<file path="config.mk">
export PLATFORM = sky130hd
export DESIGN_NAME = next_fit_block_allocator
export DESIGN_NICKNAME = d
export VERILOG_FILES = /design/src/nfba_pkg.sv /design/src/nfba_ram.sv /design/src/nfba_ctrl.sv /design/src/nfba_dp.sv /design/src/next_fit_block_allocator.sv
export SDC_FILE = /design/constraint.sdc
export NUM_CORES = 2
export LEC_CHECK = 0
export BUFFER_PORTS_ARGS = -buffer_cell sky130_fd_sc_hd__buf_2
export CORE_MARGIN = 2
export CORE_UTILIZATION = 30
export DETAILED_ROUTE_END_ITERATION = 16
export PLACE_DENSITY_LB_ADDON = 0.3
export SETUP_SLACK_MARGIN = 0.15
export SYNTH_ARGS = -nofsm -noshare
export SYNTH_HDL_FRONTEND = slang
export SYNTH_HIERARCHICAL = 1
export SYNTH_SLANG_ARGS = --single-unit
</file>
<file path="constraint.sdc">
create_clock -name i_clk -period 12.1 [get_ports i_clk]
set_clock_uncertainty 0.05 [all_clocks]
set_input_delay 1.815 -clock i_clk [delete_from_list [all_inputs] [get_ports i_clk]]
set_output_delay 1.815 -clock i_clk [all_outputs]
set_load 0.01 [all_outputs]
</file>
<file path="src/nfba_pkg.sv">
// nfba_pkg: shared types, constants and codes of the next-fit block allocator
// used by nfba_ctrl, nfba_dp and next_fit_block_allocator; no dependencies
package nfba_pkg;

    localparam int MAX_BLOCKS = 64;
    localparam int IDX_W      = $clog2(MAX_BLOCKS);
    localparam int CNT_W      = IDX_W + 1;
    localparam int ADDR_BITS  = 16;
    localparam int ARENA_W    = ADDR_BITS + 1;
    localparam int HDR_W      = 7;
    localparam int ENTRY_W    = 2 * ADDR_BITS + 1;

    localparam int CFG_IDX_W  = 2;
    localparam int CFG_DATA_W = ARENA_W;

    localparam logic [CFG_IDX_W-1:0] CFG_ARENA  = CFG_IDX_W'(0);
    localparam logic [CFG_IDX_W-1:0] CFG_HEADER = CFG_IDX_W'(1);

    localparam logic [HDR_W-1:0]   HDR_MIN     = HDR_W'(1);
    localparam logic [HDR_W-1:0]   HDR_MAX     = HDR_W'(64);
    localparam logic [HDR_W-1:0]   HDR_RST     = HDR_W'(32);
    localparam logic [ARENA_W-1:0] ARENA_MIN   = ARENA_W'(65);
    localparam logic [ARENA_W-1:0] ARENA_MAX   = ARENA_W'(1) << ADDR_BITS;

    localparam logic [1:0] OP_INIT  = 2'd0;
    localparam logic [1:0] OP_ALLOC = 2'd1;
    localparam logic [1:0] OP_FREE  = 2'd2;

    localparam logic [2:0] ST_OK       = 3'd0;
    localparam logic [2:0] ST_NOFIT    = 3'd1;
    localparam logic [2:0] ST_BADPTR   = 3'd2;
    localparam logic [2:0] ST_NOTALLOC = 3'd3;
    localparam logic [2:0] ST_NOINIT   = 3'd4;
    localparam logic [2:0] ST_REINIT   = 3'd5;

    typedef struct packed {
        logic [1:0]           op;
        logic [ADDR_BITS-1:0] req_size;
        logic [ADDR_BITS-1:0] payload_addr;
    } t_in_item;

    typedef struct packed {
        logic [2:0]           status;
        logic [ADDR_BITS-1:0] result_addr;
    } t_out_item;

    typedef struct packed {
        logic [ADDR_BITS-1:0] off;
        logic [ADDR_BITS-1:0] size;
        logic                 used;
    } t_entry;

    typedef enum logic [3:0] {
        S_IDLE, S_DECODE, S_SCAN, S_A_DEC, S_SWEEP, S_A_WNEW, S_A_WFOUND,
        S_F_RDP, S_F_RDN, S_F_RDE, S_F_CALC, S_F_WRITE, S_DONE
    } t_state;

    typedef enum logic [3:0] {
        A_NONE, A_LATCH, A_INIT, A_SCAN_START, A_SCAN, A_SPLIT_DEC, A_SWEEP,
        A_WR_NEW, A_WR_FOUND, A_RD_PREV, A_RD_NEXT, A_RD_END, A_FREE_CALC,
        A_WR_MERGED, A_EMIT
    } t_act;

    typedef struct packed {
        t_act       act;
        logic       set_status;
        logic [2:0] status;
    } t_cmd;

    typedef struct packed {
        logic [1:0] op;
        logic       inited;
        logic       null_ptr;
        logic       scan_hit;
        logic       scan_miss;
        logic       chk_used;
        logic       split;
        logic       sweep_done;
    } t_dp_stat;

endpackage

</file>
<file path="src/nfba_ram.sv">
// nfba_ram: generic single write port, single read port ram, registered read
// no dependencies
module nfba_ram #(
    parameter int WIDTH = 8,
    parameter int DEPTH = 16
) (
    input  logic                     i_clk,
    input  logic                     i_we,
    input  logic [$clog2(DEPTH)-1:0] i_waddr,
    input  logic [WIDTH-1:0]         i_wdata,
    input  logic [$clog2(DEPTH)-1:0] i_raddr,
    output logic [WIDTH-1:0]         o_rdata
);
    logic [WIDTH-1:0] r_mem [DEPTH];
    logic [WIDTH-1:0] r_rdata;

    always_ff @(posedge i_clk) begin
        if (i_we) begin
            r_mem[i_waddr] <= i_wdata;
        end
        r_rdata <= r_mem[i_raddr];
    end

    assign o_rdata = r_rdata;
endmodule

</file>
<file path="src/nfba_ctrl.sv">
// nfba_ctrl: sequencer of the allocator, issues one datapath command a cycle
// depends on nfba_pkg
module nfba_ctrl (
    input  logic               i_clk,
    input  logic               i_rst_n,
    input  logic               i_start,
    output logic               o_busy,
    output nfba_pkg::t_cmd     o_cmd,
    input  nfba_pkg::t_dp_stat i_stat
);
    import nfba_pkg::*;

    t_state r_state;
    t_state n_state;

    always_ff @(posedge i_clk) begin
        if (!i_rst_n) begin
            r_state <= S_IDLE;
        end else begin
            r_state <= n_state;
        end
    end

    always_comb begin
        n_state          = r_state;
        o_cmd.act        = A_NONE;
        o_cmd.set_status = 1'b0;
        o_cmd.status     = ST_OK;
        unique case (r_state)
            S_IDLE: begin
                if (i_start) begin
                    o_cmd.act = A_LATCH;
                    n_state   = S_DECODE;
                end
            end
            S_DECODE: begin
                o_cmd.set_status = 1'b1;
                n_state          = S_DONE;
                case (i_stat.op)
                    OP_INIT: begin
                        if (i_stat.inited) begin
                            o_cmd.status = ST_REINIT;
                        end else begin
                            o_cmd.act = A_INIT;
                        end
                    end
                    OP_ALLOC: begin
                        if (!i_stat.inited) begin
                            o_cmd.status = ST_NOINIT;
                        end else begin
                            o_cmd.act = A_SCAN_START;
                            n_state   = S_SCAN;
                        end
                    end
                    OP_FREE: begin
                        if (i_stat.null_ptr) begin
                            o_cmd.status = ST_OK;
                        end else if (!i_stat.inited) begin
                            o_cmd.status = ST_NOINIT;
                        end else begin
                            o_cmd.act = A_SCAN_START;
                            n_state   = S_SCAN;
                        end
                    end
                    default: begin
                        o_cmd.status = ST_OK;
                    end
                endcase
            end
            S_SCAN: begin
                o_cmd.act = A_SCAN;
                if (i_stat.scan_hit) begin
                    if (i_stat.op == OP_ALLOC) begin
                        n_state = S_A_DEC;
                    end else if (!i_stat.chk_used) begin
                        o_cmd.set_status = 1'b1;
                        o_cmd.status     = ST_NOTALLOC;
                        n_state          = S_DONE;
                    end else begin
                        n_state = S_F_RDP;
                    end
                end else if (i_stat.scan_miss) begin
                    o_cmd.set_status = 1'b1;
                    o_cmd.status     = (i_stat.op == OP_ALLOC) ? ST_NOFIT : ST_BADPTR;
                    n_state          = S_DONE;
                end
            end
            S_A_DEC: begin
                o_cmd.act = A_SPLIT_DEC;
                n_state   = S_SWEEP;
            end
            S_SWEEP: begin
                o_cmd.act = A_SWEEP;
                if (i_stat.sweep_done) begin
                    if (i_stat.op == OP_ALLOC) begin
                        n_state = i_stat.split ? S_A_WNEW : S_A_WFOUND;
                    end else begin
                        n_state = S_F_WRITE;
                    end
                end
            end
            S_A_WNEW: begin
                o_cmd.act = A_WR_NEW;
                n_state   = S_A_WFOUND;
            end
            S_A_WFOUND: begin
                o_cmd.act        = A_WR_FOUND;
                o_cmd.set_status = 1'b1;
                o_cmd.status     = ST_OK;
                n_state          = S_DONE;
            end
            S_F_RDP: begin
                o_cmd.act = A_RD_PREV;
                n_state   = S_F_RDN;
            end
            S_F_RDN: begin
                o_cmd.act = A_RD_NEXT;
                n_state   = S_F_RDE;
            end
            S_F_RDE: begin
                o_cmd.act = A_RD_END;
                n_state   = S_F_CALC;
            end
            S_F_CALC: begin
                o_cmd.act = A_FREE_CALC;
                n_state   = S_SWEEP;
            end
            S_F_WRITE: begin
                o_cmd.act        = A_WR_MERGED;
                o_cmd.set_status = 1'b1;
                o_cmd.status     = ST_OK;
                n_state          = S_DONE;
            end
            S_DONE: begin
                o_cmd.act = A_EMIT;
                n_state   = S_IDLE;
            end
            default: begin
                n_state = S_IDLE;
            end
        endcase
    end

    assign o_busy = (r_state != S_IDLE);
endmodule

</file>
<file path="src/nfba_dp.sv">
// nfba_dp: block table ram, scan and move engines, config and result registers
// depends on nfba_pkg and nfba_ram
module nfba_dp (
    input  logic                           i_clk,
    input  logic                           i_rst_n,
    input  nfba_pkg::t_in_item             i_item,
    input  logic                           i_cfg_valid,
    input  logic [nfba_pkg::CFG_IDX_W-1:0] i_cfg_index,
    input  logic [nfba_pkg::CFG_DATA_W-1:0] i_cfg_data,
    input  nfba_pkg::t_cmd                 i_cmd,
    output nfba_pkg::t_dp_stat             o_stat,
    output nfba_pkg::t_out_item            o_result,
    output logic                           o_result_strobe
);
    import nfba_pkg::*;

    logic [ARENA_W-1:0]   r_cfg_arena;
    logic [HDR_W-1:0]     r_cfg_hdr;
    logic [ARENA_W-1:0]   r_arena;
    logic [HDR_W-1:0]     r_hdr;
    logic [CNT_W-1:0]     r_count;
    logic [IDX_W-1:0]     r_cursor;
    logic                 r_init;
    logic [1:0]           r_op;
    logic [ADDR_BITS-1:0] r_req;
    logic [ADDR_BITS-1:0] r_ptr;
    logic [IDX_W-1:0]     r_sc_rd;
    logic [CNT_W-1:0]     r_sc_left;
    logic                 r_sc_vld;
    logic [IDX_W-1:0]     r_sc_idx;
    logic [IDX_W-1:0]     r_f;
    t_entry               r_found;
    t_entry               r_prev;
    t_entry               r_next;
    logic                 r_split;
    logic [CNT_W-1:0]     r_sw_rd;
    logic [CNT_W-1:0]     r_sw_left;
    logic                 r_sw_up;
    logic [1:0]           r_sw_dist;
    logic                 r_sw_wvld;
    logic [IDX_W-1:0]     r_sw_widx;
    logic [IDX_W-1:0]     r_m;
    logic [ADDR_BITS-1:0] r_moff;
    logic [ADDR_BITS-1:0] r_msize;
    logic [2:0]           r_res_status;
    logic [ADDR_BITS-1:0] r_res_addr;
    logic                 r_out_vld;

    logic                 ram_we;
    logic [IDX_W-1:0]     ram_waddr;
    logic [ENTRY_W-1:0]   ram_wdata;
    logic [IDX_W-1:0]     ram_raddr;
    logic [ENTRY_W-1:0]   ram_rdata;
    t_entry               rd_ent;

    nfba_ram #(.WIDTH(ENTRY_W), .DEPTH(MAX_BLOCKS)) u_table (
        .i_clk   (i_clk),
        .i_we    (ram_we),
        .i_waddr (ram_waddr),
        .i_wdata (ram_wdata),
        .i_raddr (ram_raddr),
        .o_rdata (ram_rdata)
    );

    assign rd_ent = t_entry'(ram_rdata);

    // saturated config as latched by init
    logic [HDR_W-1:0]   hdr_sat;
    logic [ARENA_W-1:0] arena_sat;
    logic [ADDR_BITS-1:0] init_size;

    always_comb begin
        hdr_sat   = r_cfg_hdr;
        arena_sat = r_cfg_arena;
        if (r_cfg_hdr < HDR_MIN) hdr_sat = HDR_MIN;
        if (r_cfg_hdr > HDR_MAX) hdr_sat = HDR_MAX;
        if (r_cfg_arena < ARENA_MIN) arena_sat = ARENA_MIN;
        if (r_cfg_arena > ARENA_MAX) arena_sat = ARENA_MAX;
        init_size = ADDR_BITS'(arena_sat - ARENA_W'(hdr_sat));
    end

    // scan compare
    logic [CNT_W-1:0]   cnt_m1;
    logic               match;
    logic               scan_hit;
    logic               scan_miss;
    logic [ARENA_W-1:0] hdr_sum;

    always_comb begin
        cnt_m1  = r_count - CNT_W'(1);
        hdr_sum = ARENA_W'(rd_ent.off) + ARENA_W'(r_hdr);
        if (r_op == OP_ALLOC) begin
            match = !rd_ent.used && (rd_ent.size >= r_req);
        end else begin
            match = (hdr_sum == ARENA_W'(r_ptr));
        end
        scan_hit  = r_sc_vld && match;
        scan_miss = (r_sc_left == '0) && !scan_hit;
    end

    // split decision and new entries for allocate
    logic [ADDR_BITS-1:0] slack;
    logic                 split_now;
    logic [CNT_W-1:0]     f_ext;
    t_entry               new_ent;
    t_entry               alloc_ent;
    logic [ARENA_W-1:0]   alloc_addr;

    always_comb begin
        f_ext     = CNT_W'(r_f);
        slack     = r_found.size - r_req;
        split_now = (slack > ADDR_BITS'(r_hdr)) && (r_count < CNT_W'(MAX_BLOCKS));
        new_ent.off  = r_found.off + ADDR_BITS'(r_hdr) + r_req;
        new_ent.size = slack - ADDR_BITS'(r_hdr);
        new_ent.used = 1'b0;
        alloc_ent.off  = r_found.off;
        alloc_ent.size = r_req;
        alloc_ent.used = 1'b1;
        alloc_addr = ARENA_W'(r_found.off) + ARENA_W'(r_hdr);
    end

    // merge math for free
    logic               pf;
    logic               nf;
    logic [1:0]         nrem;
    logic [CNT_W-1:0]   e_idx;
    logic               has_end;
    logic [ARENA_W-1:0] end_off;
    logic [ADDR_BITS-1:0] off_m;
    logic [IDX_W-1:0]   m_idx;
    logic [ARENA_W-1:0] m_size;
    logic [IDX_W-1:0]   cur1;
    logic [IDX_W-1:0]   cur2;
    logic [IDX_W-1:0]   idx2;

    always_comb begin
        pf      = (r_f != '0) && !r_prev.used;
        nf      = ((f_ext + CNT_W'(1)) < r_count) && !r_next.used;
        nrem    = {1'b0, pf} + {1'b0, nf};
        e_idx   = f_ext + CNT_W'(1) + CNT_W'(nf);
        has_end = e_idx < r_count;
        if (has_end) begin
            end_off = nf ? ARENA_W'(rd_ent.off) : ARENA_W'(r_next.off);
        end else begin
            end_off = r_arena;
        end
        off_m  = pf ? r_prev.off : r_found.off;
        m_idx  = pf ? (r_f - IDX_W'(1)) : r_f;
        m_size = end_off - ARENA_W'(off_m) - ARENA_W'(r_hdr);
        // cursor follows each removed entry in turn
        cur1 = r_cursor;
        if (pf) begin
            if (r_cursor == r_f) cur1 = r_f - IDX_W'(1);
            else if (r_cursor > r_f) cur1 = r_cursor - IDX_W'(1);
        end
        idx2 = pf ? r_f : (r_f + IDX_W'(1));
        cur2 = cur1;
        if (nf) begin
            if (cur1 == idx2) cur2 = idx2 - IDX_W'(1);
            else if (cur1 > idx2) cur2 = cur1 - IDX_W'(1);
        end
    end

    // table port steering
    always_comb begin
        ram_we    = 1'b0;
        ram_waddr = '0;
        ram_wdata = '0;
        ram_raddr = r_sc_rd;
        unique case (i_cmd.act)
            A_INIT: begin
                ram_we    = 1'b1;
                ram_wdata = {ADDR_BITS'(0), init_size, 1'b0};
            end
            A_SCAN: ram_raddr = r_sc_rd;
            A_SWEEP: begin
                ram_raddr = r_sw_rd[IDX_W-1:0];
                ram_we    = r_sw_wvld;
                ram_waddr = r_sw_widx;
                ram_wdata = ram_rdata;
            end
            A_WR_NEW: begin
                ram_we    = 1'b1;
                ram_waddr = r_f + IDX_W'(1);
                ram_wdata = new_ent;
            end
            A_WR_FOUND: begin
                ram_we    = 1'b1;
                ram_waddr = r_f;
                ram_wdata = alloc_ent;
            end
            A_RD_PREV: ram_raddr = r_f - IDX_W'(1);
            A_RD_NEXT: ram_raddr = r_f + IDX_W'(1);
            A_RD_END:  ram_raddr = r_f + IDX_W'(2);
            A_WR_MERGED: begin
                ram_we    = 1'b1;
                ram_waddr = r_m;
                ram_wdata = {r_moff, r_msize, 1'b0};
            end
            default: ;
        endcase
    end

    always_ff @(posedge i_clk) begin
        if (!i_rst_n) begin
            r_cfg_arena <= ARENA_MAX;
            r_cfg_hdr   <= HDR_RST;
            r_count     <= '0;
            r_cursor    <= '0;
            r_init      <= 1'b0;
            r_sc_vld    <= 1'b0;
            r_sc_left   <= '0;
            r_sw_left   <= '0;
            r_sw_wvld   <= 1'b0;
            r_out_vld   <= 1'b0;
        end else begin
            if (i_cfg_valid) begin
                if (i_cfg_index == CFG_ARENA) r_cfg_arena <= i_cfg_data;
                if (i_cfg_index == CFG_HEADER) r_cfg_hdr <= i_cfg_data[HDR_W-1:0];
            end
            r_out_vld <= (i_cmd.act == A_EMIT);
            if (i_cmd.set_status) r_res_status <= i_cmd.status;
            unique case (i_cmd.act)
                A_LATCH: begin
                    r_op       <= i_item.op;
                    r_req      <= i_item.req_size;
                    r_ptr      <= i_item.payload_addr;
                    r_res_addr <= '0;
                end
                A_INIT: begin
                    r_hdr    <= hdr_sat;
                    r_arena  <= arena_sat;
                    r_count  <= CNT_W'(1);
                    r_cursor <= '0;
                    r_init   <= 1'b1;
                end
                A_SCAN_START: begin
                    r_sc_rd   <= (r_op == OP_ALLOC) ? r_cursor : '0;
                    r_sc_left <= r_count;
                    r_sc_vld  <= 1'b0;
                end
                A_SCAN: begin
                    if (scan_hit) begin
                        r_f      <= r_sc_idx;
                        r_found  <= rd_ent;
                        r_sc_vld <= 1'b0;
                        if (r_op == OP_ALLOC) r_cursor <= r_sc_idx;
                    end else begin
                        r_sc_vld <= (r_sc_left != '0);
                        if (r_sc_left != '0) begin
                            r_sc_idx  <= r_sc_rd;
                            r_sc_left <= r_sc_left - CNT_W'(1);
                            r_sc_rd   <= (CNT_W'(r_sc_rd) == cnt_m1) ? '0 : r_sc_rd + IDX_W'(1);
                        end
                    end
                end
                A_SPLIT_DEC: begin
                    r_split   <= split_now;
                    r_sw_up   <= 1'b1;
                    r_sw_dist <= 2'd1;
                    r_sw_rd   <= cnt_m1;
                    r_sw_wvld <= 1'b0;
                    r_sw_left <= split_now ? (cnt_m1 - f_ext) : '0;
                end
                A_SWEEP: begin
                    r_sw_wvld <= (r_sw_left != '0);
                    if (r_sw_left != '0) begin
                        r_sw_left <= r_sw_left - CNT_W'(1);
                        if (r_sw_up) begin
                            r_sw_widx <= r_sw_rd[IDX_W-1:0] + IDX_W'(1);
                            r_sw_rd   <= r_sw_rd - CNT_W'(1);
                        end else begin
                            r_sw_widx <= r_sw_rd[IDX_W-1:0] - IDX_W'(r_sw_dist);
                            r_sw_rd   <= r_sw_rd + CNT_W'(1);
                        end
                    end
                end
                A_WR_NEW: r_count <= r_count + CNT_W'(1);
                A_WR_FOUND: r_res_addr <= alloc_addr[ADDR_BITS-1:0];
                A_RD_NEXT: r_prev <= rd_ent;
                A_RD_END:  r_next <= rd_ent;
                A_FREE_CALC: begin
                    r_m       <= m_idx;
                    r_moff    <= off_m;
                    r_msize   <= m_size[ADDR_BITS-1:0];
                    r_cursor  <= cur2;
                    r_count   <= r_count - CNT_W'(nrem);
                    r_sw_up   <= 1'b0;
                    r_sw_dist <= nrem;
                    r_sw_rd   <= e_idx;
                    r_sw_wvld <= 1'b0;
                    r_sw_left <= ((nrem != 2'd0) && has_end) ? (r_count - e_idx) : '0;
                end
                default: ;
            endcase
        end
    end

    always_comb begin
        o_stat.op         = r_op;
        o_stat.inited     = r_init;
        o_stat.null_ptr   = (r_ptr == '0);
        o_stat.scan_hit   = scan_hit;
        o_stat.scan_miss  = scan_miss;
        o_stat.chk_used   = rd_ent.used;
        o_stat.split      = r_split;
        o_stat.sweep_done = (r_sw_left == '0) && !r_sw_wvld;
    end

    assign o_result.status      = r_res_status;
    assign o_result.result_addr = r_res_addr;
    assign o_result_strobe      = r_out_vld;

    // the cursor always names a live table entry
    a_cursor_live: assert property (@(posedge i_clk) disable iff (!i_rst_n)
        r_init |-> (CNT_W'(r_cursor) < r_count))
        else $error("cursor beyond table");

    // table never overflows and never empties once set up
    a_count_range: assert property (@(posedge i_clk) disable iff (!i_rst_n)
        r_init |-> ((r_count != '0) && (r_count <= CNT_W'(MAX_BLOCKS))))
        else $error("block count out of range");

    // one result per request, never two beats back to back
    a_strobe_gap: assert property (@(posedge i_clk) disable iff (!i_rst_n)
        r_out_vld |=> !r_out_vld)
        else $error("result strobe repeated");

    // a table move never runs while a scan still has data in flight
    a_no_overlap: assert property (@(posedge i_clk) disable iff (!i_rst_n)
        (i_cmd.act == A_SWEEP) |-> !r_sc_vld)
        else $error("move during scan");
endmodule

</file>
<file path="src/next_fit_block_allocator.sv">
// next_fit_block_allocator: top level, joins the sequencer and the datapath
// depends on nfba_pkg, nfba_ctrl, nfba_dp (and nfba_ram below it)
//
// Next-fit allocator over an arena kept as an address-ordered table of up to
// MAX_BLOCKS blocks (header offset, payload size, used mark) held in one
// single-port-write, single-port-read table ram. A request is taken when start
// is high and busy is low; busy stays high until the request is finished, and
// then exactly one result beat appears on o_result with o_result_strobe high
// for one cycle. The receiver cannot stall: a beat is gone after its cycle.
// The next request may be started in the same cycle as the result beat.
// Allocate runs a next-fit search and free a search from entry 0; an allocate
// that splits moves the table entries after the found block up, and a free
// that merges moves the entries after the merged block down. The pace is set
// by the table ram's single read port: each search and every entry move read
// one entry per cycle.
// Configuration (index 0 arena bytes, index 1 header bytes) is always ready
// and takes effect at the next init, saturated to its legal range there.
// Table entries need no clearing after reset: only entries below the block
// count are ever used, and init writes the first one.
module next_fit_block_allocator (
    input  logic                            i_clk,
    input  logic                            i_rst_n,
    input  logic                            start,
    output logic                            busy,
    input  nfba_pkg::t_in_item              i_item,
    output nfba_pkg::t_out_item             o_result,
    output logic                            o_result_strobe,
    input  logic                            i_cfg_valid,
    output logic                            o_cfg_ready,
    input  logic [nfba_pkg::CFG_IDX_W-1:0]  i_cfg_index,
    input  logic [nfba_pkg::CFG_DATA_W-1:0] i_cfg_data
);
    import nfba_pkg::*;

    t_cmd     cmd;
    t_dp_stat stat;
    logic     cfg_we;

    // config registers accept any beat; unknown indexes are dropped
    assign o_cfg_ready = 1'b1;
    assign cfg_we      = i_cfg_valid & o_cfg_ready;

    // sequencer: one command a cycle, sees only start and datapath status
    nfba_ctrl u_ctrl (
        .i_clk   (i_clk),
        .i_rst_n (i_rst_n),
        .i_start (start),
        .o_busy  (busy),
        .o_cmd   (cmd),
        .i_stat  (stat)
    );

    // datapath: table ram, scan and move engines, result registers
    nfba_dp u_dp (
        .i_clk           (i_clk),
        .i_rst_n         (i_rst_n),
        .i_item          (i_item),
        .i_cfg_valid     (cfg_we),
        .i_cfg_index     (i_cfg_index),
        .i_cfg_data      (i_cfg_data),
        .i_cmd           (cmd),
        .o_stat          (stat),
        .o_result        (o_result),
        .o_result_strobe (o_result_strobe)
    );
endmodule

</file>
==> run metrics <==
run status=finished clean; max-cap check violation count=0; critical path fanouts, max=34; standard cell with the maximum stage delay on the critical path=nor2_2; Final Max Tran Viols=0; TritonCTS Buffers=~280; core footprint=334000 um^2; pin count of the biggest net entering global routing=86; startpoint of the lowest-slack hold path=u_dp/r_sc_left[1]$_SDFFE_PN0P_; Synth cell types=99; fin crit share=85.3%; sequential element share of the synthesized area=71.2%; parity-gate share of the synthesized area counting xor and xnor cells=1.41%; unrepaired setup endpoints after global routing=no; classification of the worst setup path=reg -> reg; critical path capture point type=flop; top library cells by usage in the layout, fill and taps aside=edfxtp_1 (2326), mux4_2 (484), nand2_1 (293); FILL cells=31400; total negative setup slack=0 ns; starting density of the core=30.2%; Total Die Area=~340000 um^2; GR Util All Layers=17.0%; number of H-tree levels=5; main combinational cell family by area after synthesis=multiplexers; Layout area overhead=15.3%; residual DRC count=0; kind of start point of the critical path=flop; number of iterations in the first detailed-routing pass=9; vias in the first global route=roughly 55000; Clock Pin Slew Worst Setup and Hold Paths=0.06 ns; simple-gate area share of the yosys netlist=under 10%; Synth async-reset ratio=0%; via count=around 56000; cells on worst reg2reg path=35; fmax=96.9 MHz; overall routed net length=295 mm; worst reg-to-reg setup slack=~1.8 ns; Setup violations, final=0; Post-CTS Repair Setup Buffers=0; CTS tree=built; net count of the mapped netlist=5920; detailed-route wire length per cell=28.1 um; number of instances resized during post-cts repair=0; most frequent standard cell in the layout excluding fill and tap cells=edfxtp_1; last weighted congestion value of the routability-driven placer=between 0.8 and 0.9; number of nets in the layout=between 6000 and 7000; Arrival @ worst endpoint=10.92 ns; total overflow reported by the global router=0; antenna violations before repair=27; Detail Placement HPWL=173 mm; share of post-route cells with drive strength above 1=20.8%; cts hold-fix bufs=0; pre-CTS worst setup slack=approximately 1.9 ns; final hold violation count=0; total number of clock tree sinks=2418; area fraction in compound gates after synthesis=approximately 5.6%; cell count of the worst hold path=2; endpoint of the lowest-slack register-to-register path=u_dp/r_msize[14]$_DFFE_PP_; height of the die=583 um; prevailing post-synth register cell=edfxtp_1; Leakage=between 0.03 and 0.04 uW; Netlist Area Pre-Place=a little over 100000 um^2; reg-to-reg startpoint=u_dp/r_f[0]$_DFFE_PP_; initial DRC count=~6200; post-detailed-route via-to-cell ratio=~5.3; time the final worst path needs with I/O delays and setup=10.32 ns; data required time at the worst endpoint=12.70 ns; clock insertion delay at the later pin of the skew report=between 0.9 and 1 ns; flip-flop and latch count after synthesis=~2400; maximum single-stage delay on the critical path=about 0.99 ns; number of placement rows=212; number of synthesized flops with an enable pin=2326; wire length of the first global-routing pass=roughly 420 mm; die extent in x=a little under 600 um; mux contribution to synthesized area=between 10% and 20%; Endpoint, Worst Hold=u_dp/r_sc_left[1]$_SDFFE_PN0P_; I/O pins=just under 80; synthesized netlist cell count=5665; Slew HR=15.0%; Worst-Margin Slew=1.27 ns; minimum setup slack in the final design=between 1.5 and 2 ns; average cell area after synthesis=17.8 um^2; buffers from clock root to sink, at most=4; Post-Synth Adder-Cell Area=2.67%; count of synthesis-stage warnings from yosys=6; number of nets with antenna violations after routing=0; worst min-delay path class=reg -> reg; count of buffers from port buffering=77; worst voltage drop across the vdd grid=approximately 0.27 mV; clock root cell=clkbuf_16; power per unit of standard cell area=255 nW/um^2
-- synthesized netlist by cell type (all sizes together), types with 16 or more instances --
| cell | instances | area share (%) |
|---|---|---|
| dfxtp | 92 | 1.8 |
| fa | 25 | 0.50 |
| a21o | 52 | 0.39 |
| mux2i | 120 | 1.2 |
| and3 | 41 | 0.25 |
| o22ai | 68 | 0.42 |
| edfxtp | 2326 | 69 |
| or2 | 21 | 0.13 |
| a31oi | 20 | 0.12 |
| and2 | 18 | 0.11 |
| o211ai | 20 | 0.15 |
| o221ai | 69 | 0.60 |
| nor3 | 39 | 0.19 |
| a222oi | 28 | 0.28 |
| clkbuf | 180 | 0.67 |
| ha | 173 | 2.2 |
| inv | 156 | 0.58 |
| a21oi | 147 | 0.73 |
| xnor2 | 105 | 0.94 |
| nor2 | 228 | 0.85 |
| o21ai | 108 | 0.54 |
| xor2 | 50 | 0.44 |
| nor2b | 77 | 0.48 |
| nand2 | 297 | 1.1 |
| a221oi | 16 | 0.14 |
| buf | 116 | 0.74 |
| nor4 | 17 | 0.11 |
| a22oi | 96 | 0.72 |
| o21a | 20 | 0.15 |
| or3 | 23 | 0.14 |
| a211oi | 49 | 0.38 |
| nand4 | 71 | 0.44 |
| mux4 | 484 | 11 |
| nand3 | 103 | 0.52 |
| nand2b | 40 | 0.25 |
-- critical path, delay by kind of cell (launching register included) --
kind / cells / cell delay, ns
buffers and inverters: 4 / 1.10
adders and majority gates: 6 / 2.34
and+or+nand+nor: 6 / 1.86
xor gates and xnor gates: 2 / 0.40
AOI/OAI and AO/OA: 17 / 3.49
DFF: 1 / 0.79
-- where the power goes --
group / switching [uW] / internal, uW
logic: 7040 / 3420
clock network: 3250 / 4720
registers: 369 / 10800
-- worst max-delay path by stage --
stage,start,end,cells after the start
floorplan,u_dp/r_f[0]$_DFFE_PP_,u_dp/r_msize[14]$_DFFE_PP_,38
global placement,u_dp/r_f[0]$_DFFE_PP_,u_dp/r_msize[14]$_DFFE_PP_,35
detailed placement,u_dp/r_f[0]$_DFFE_PP_,u_dp/r_msize[14]$_DFFE_PP_,35
CTS,u_dp/r_f[0]$_DFFE_PP_,u_dp/r_msize[14]$_DFFE_PP_,35
global route,u_dp/r_f[0]$_DFFE_PP_,u_dp/r_msize[14]$_DFFE_PP_,36
finish,u_dp/r_f[0]$_DFFE_PP_,u_dp/r_msize[14]$_DFFE_PP_,35
-- routing by layer --
layer / vias to the layer above / routed length, um / global-route usage, % / share of wire [%]
met2: 2217 / 138000 / 26.9 / 47
met4: 4 / 7770 / 5.15 / 2.6
met5: - / 28 / 0 / 0.0095
li1: 23400 / - / - / -
met1: 29700 / 129000 / 24.0 / 44
met3: 412 / 20200 / 2.69 / 6.9
-- sequential cells by signal (all words and copies together) (netlist names), 7 cells and up --
signal	flops
u_dp/r_ptr	16
u_dp/r_res_addr	16
u_dp/r_req	16
u_dp/r_prev	17
u_dp/r_cfg_hdr	7
u_dp/r_cfg_arena	17
u_dp/alloc_ent	16
u_dp/r_arena	16
u_dp/r_next	17
u_dp/u_table/o_rdata	33
u_dp/r_count	7
u_dp/r_moff	16
u_dp/r_hdr	7
u_dp/r_sw_left	7
u_dp/r_sc_left	7
u_dp/r_found	16
u_dp/r_msize	16
u_dp/u_table/r_mem	2112
-- cells by family (layout without fill, tap and decap cells) --
family | count (synthesis) | after routing
compound gates | 804 | 804
xor+xnor | 156 | 156
fa+ha+maj | 200 | 200
buf+inv | 453 | 878
flops | 2418 | 2418
mux | 610 | 610
other cells | 1 | 25
simple gates | 1023 | 1023
-- metrics by stage --
stage | util, % | cells | hold slack (ns) | total power, uW | cell area (um^2)
2_1_floorplan | - | 5665 | 0.376 | 17500 | 101000
3_3_place_gp | 32.2 | 10000 | 0.415 | 21700 | 108000
3_5_place_dp | 32.2 | 10000 | 0.415 | 21900 | 108000
4_1_cts | 34.8 | 10500 | 0.422 | 29800 | 116000
5_1_grt | 34.8 | 10500 | 0.445 | 30800 | 116000
6_report | 34.8 | 10500 | 0.420 | 29600 | 116000
-- final cells by class --
class	instances	area [um^2]	area share, %
clock inverters	128	1110	0.954
repair buffers	254	1830	1.57
clock buffers	339	7400	6.37
inverters	157	589	0.508
flip-flops and latches	2418	71700	61.8
diodes	24	60.1	0.0517
well taps	4387	5490	4.73
multi-input cells	2794	27900	24.0
(Power assumes the default switching activity.)
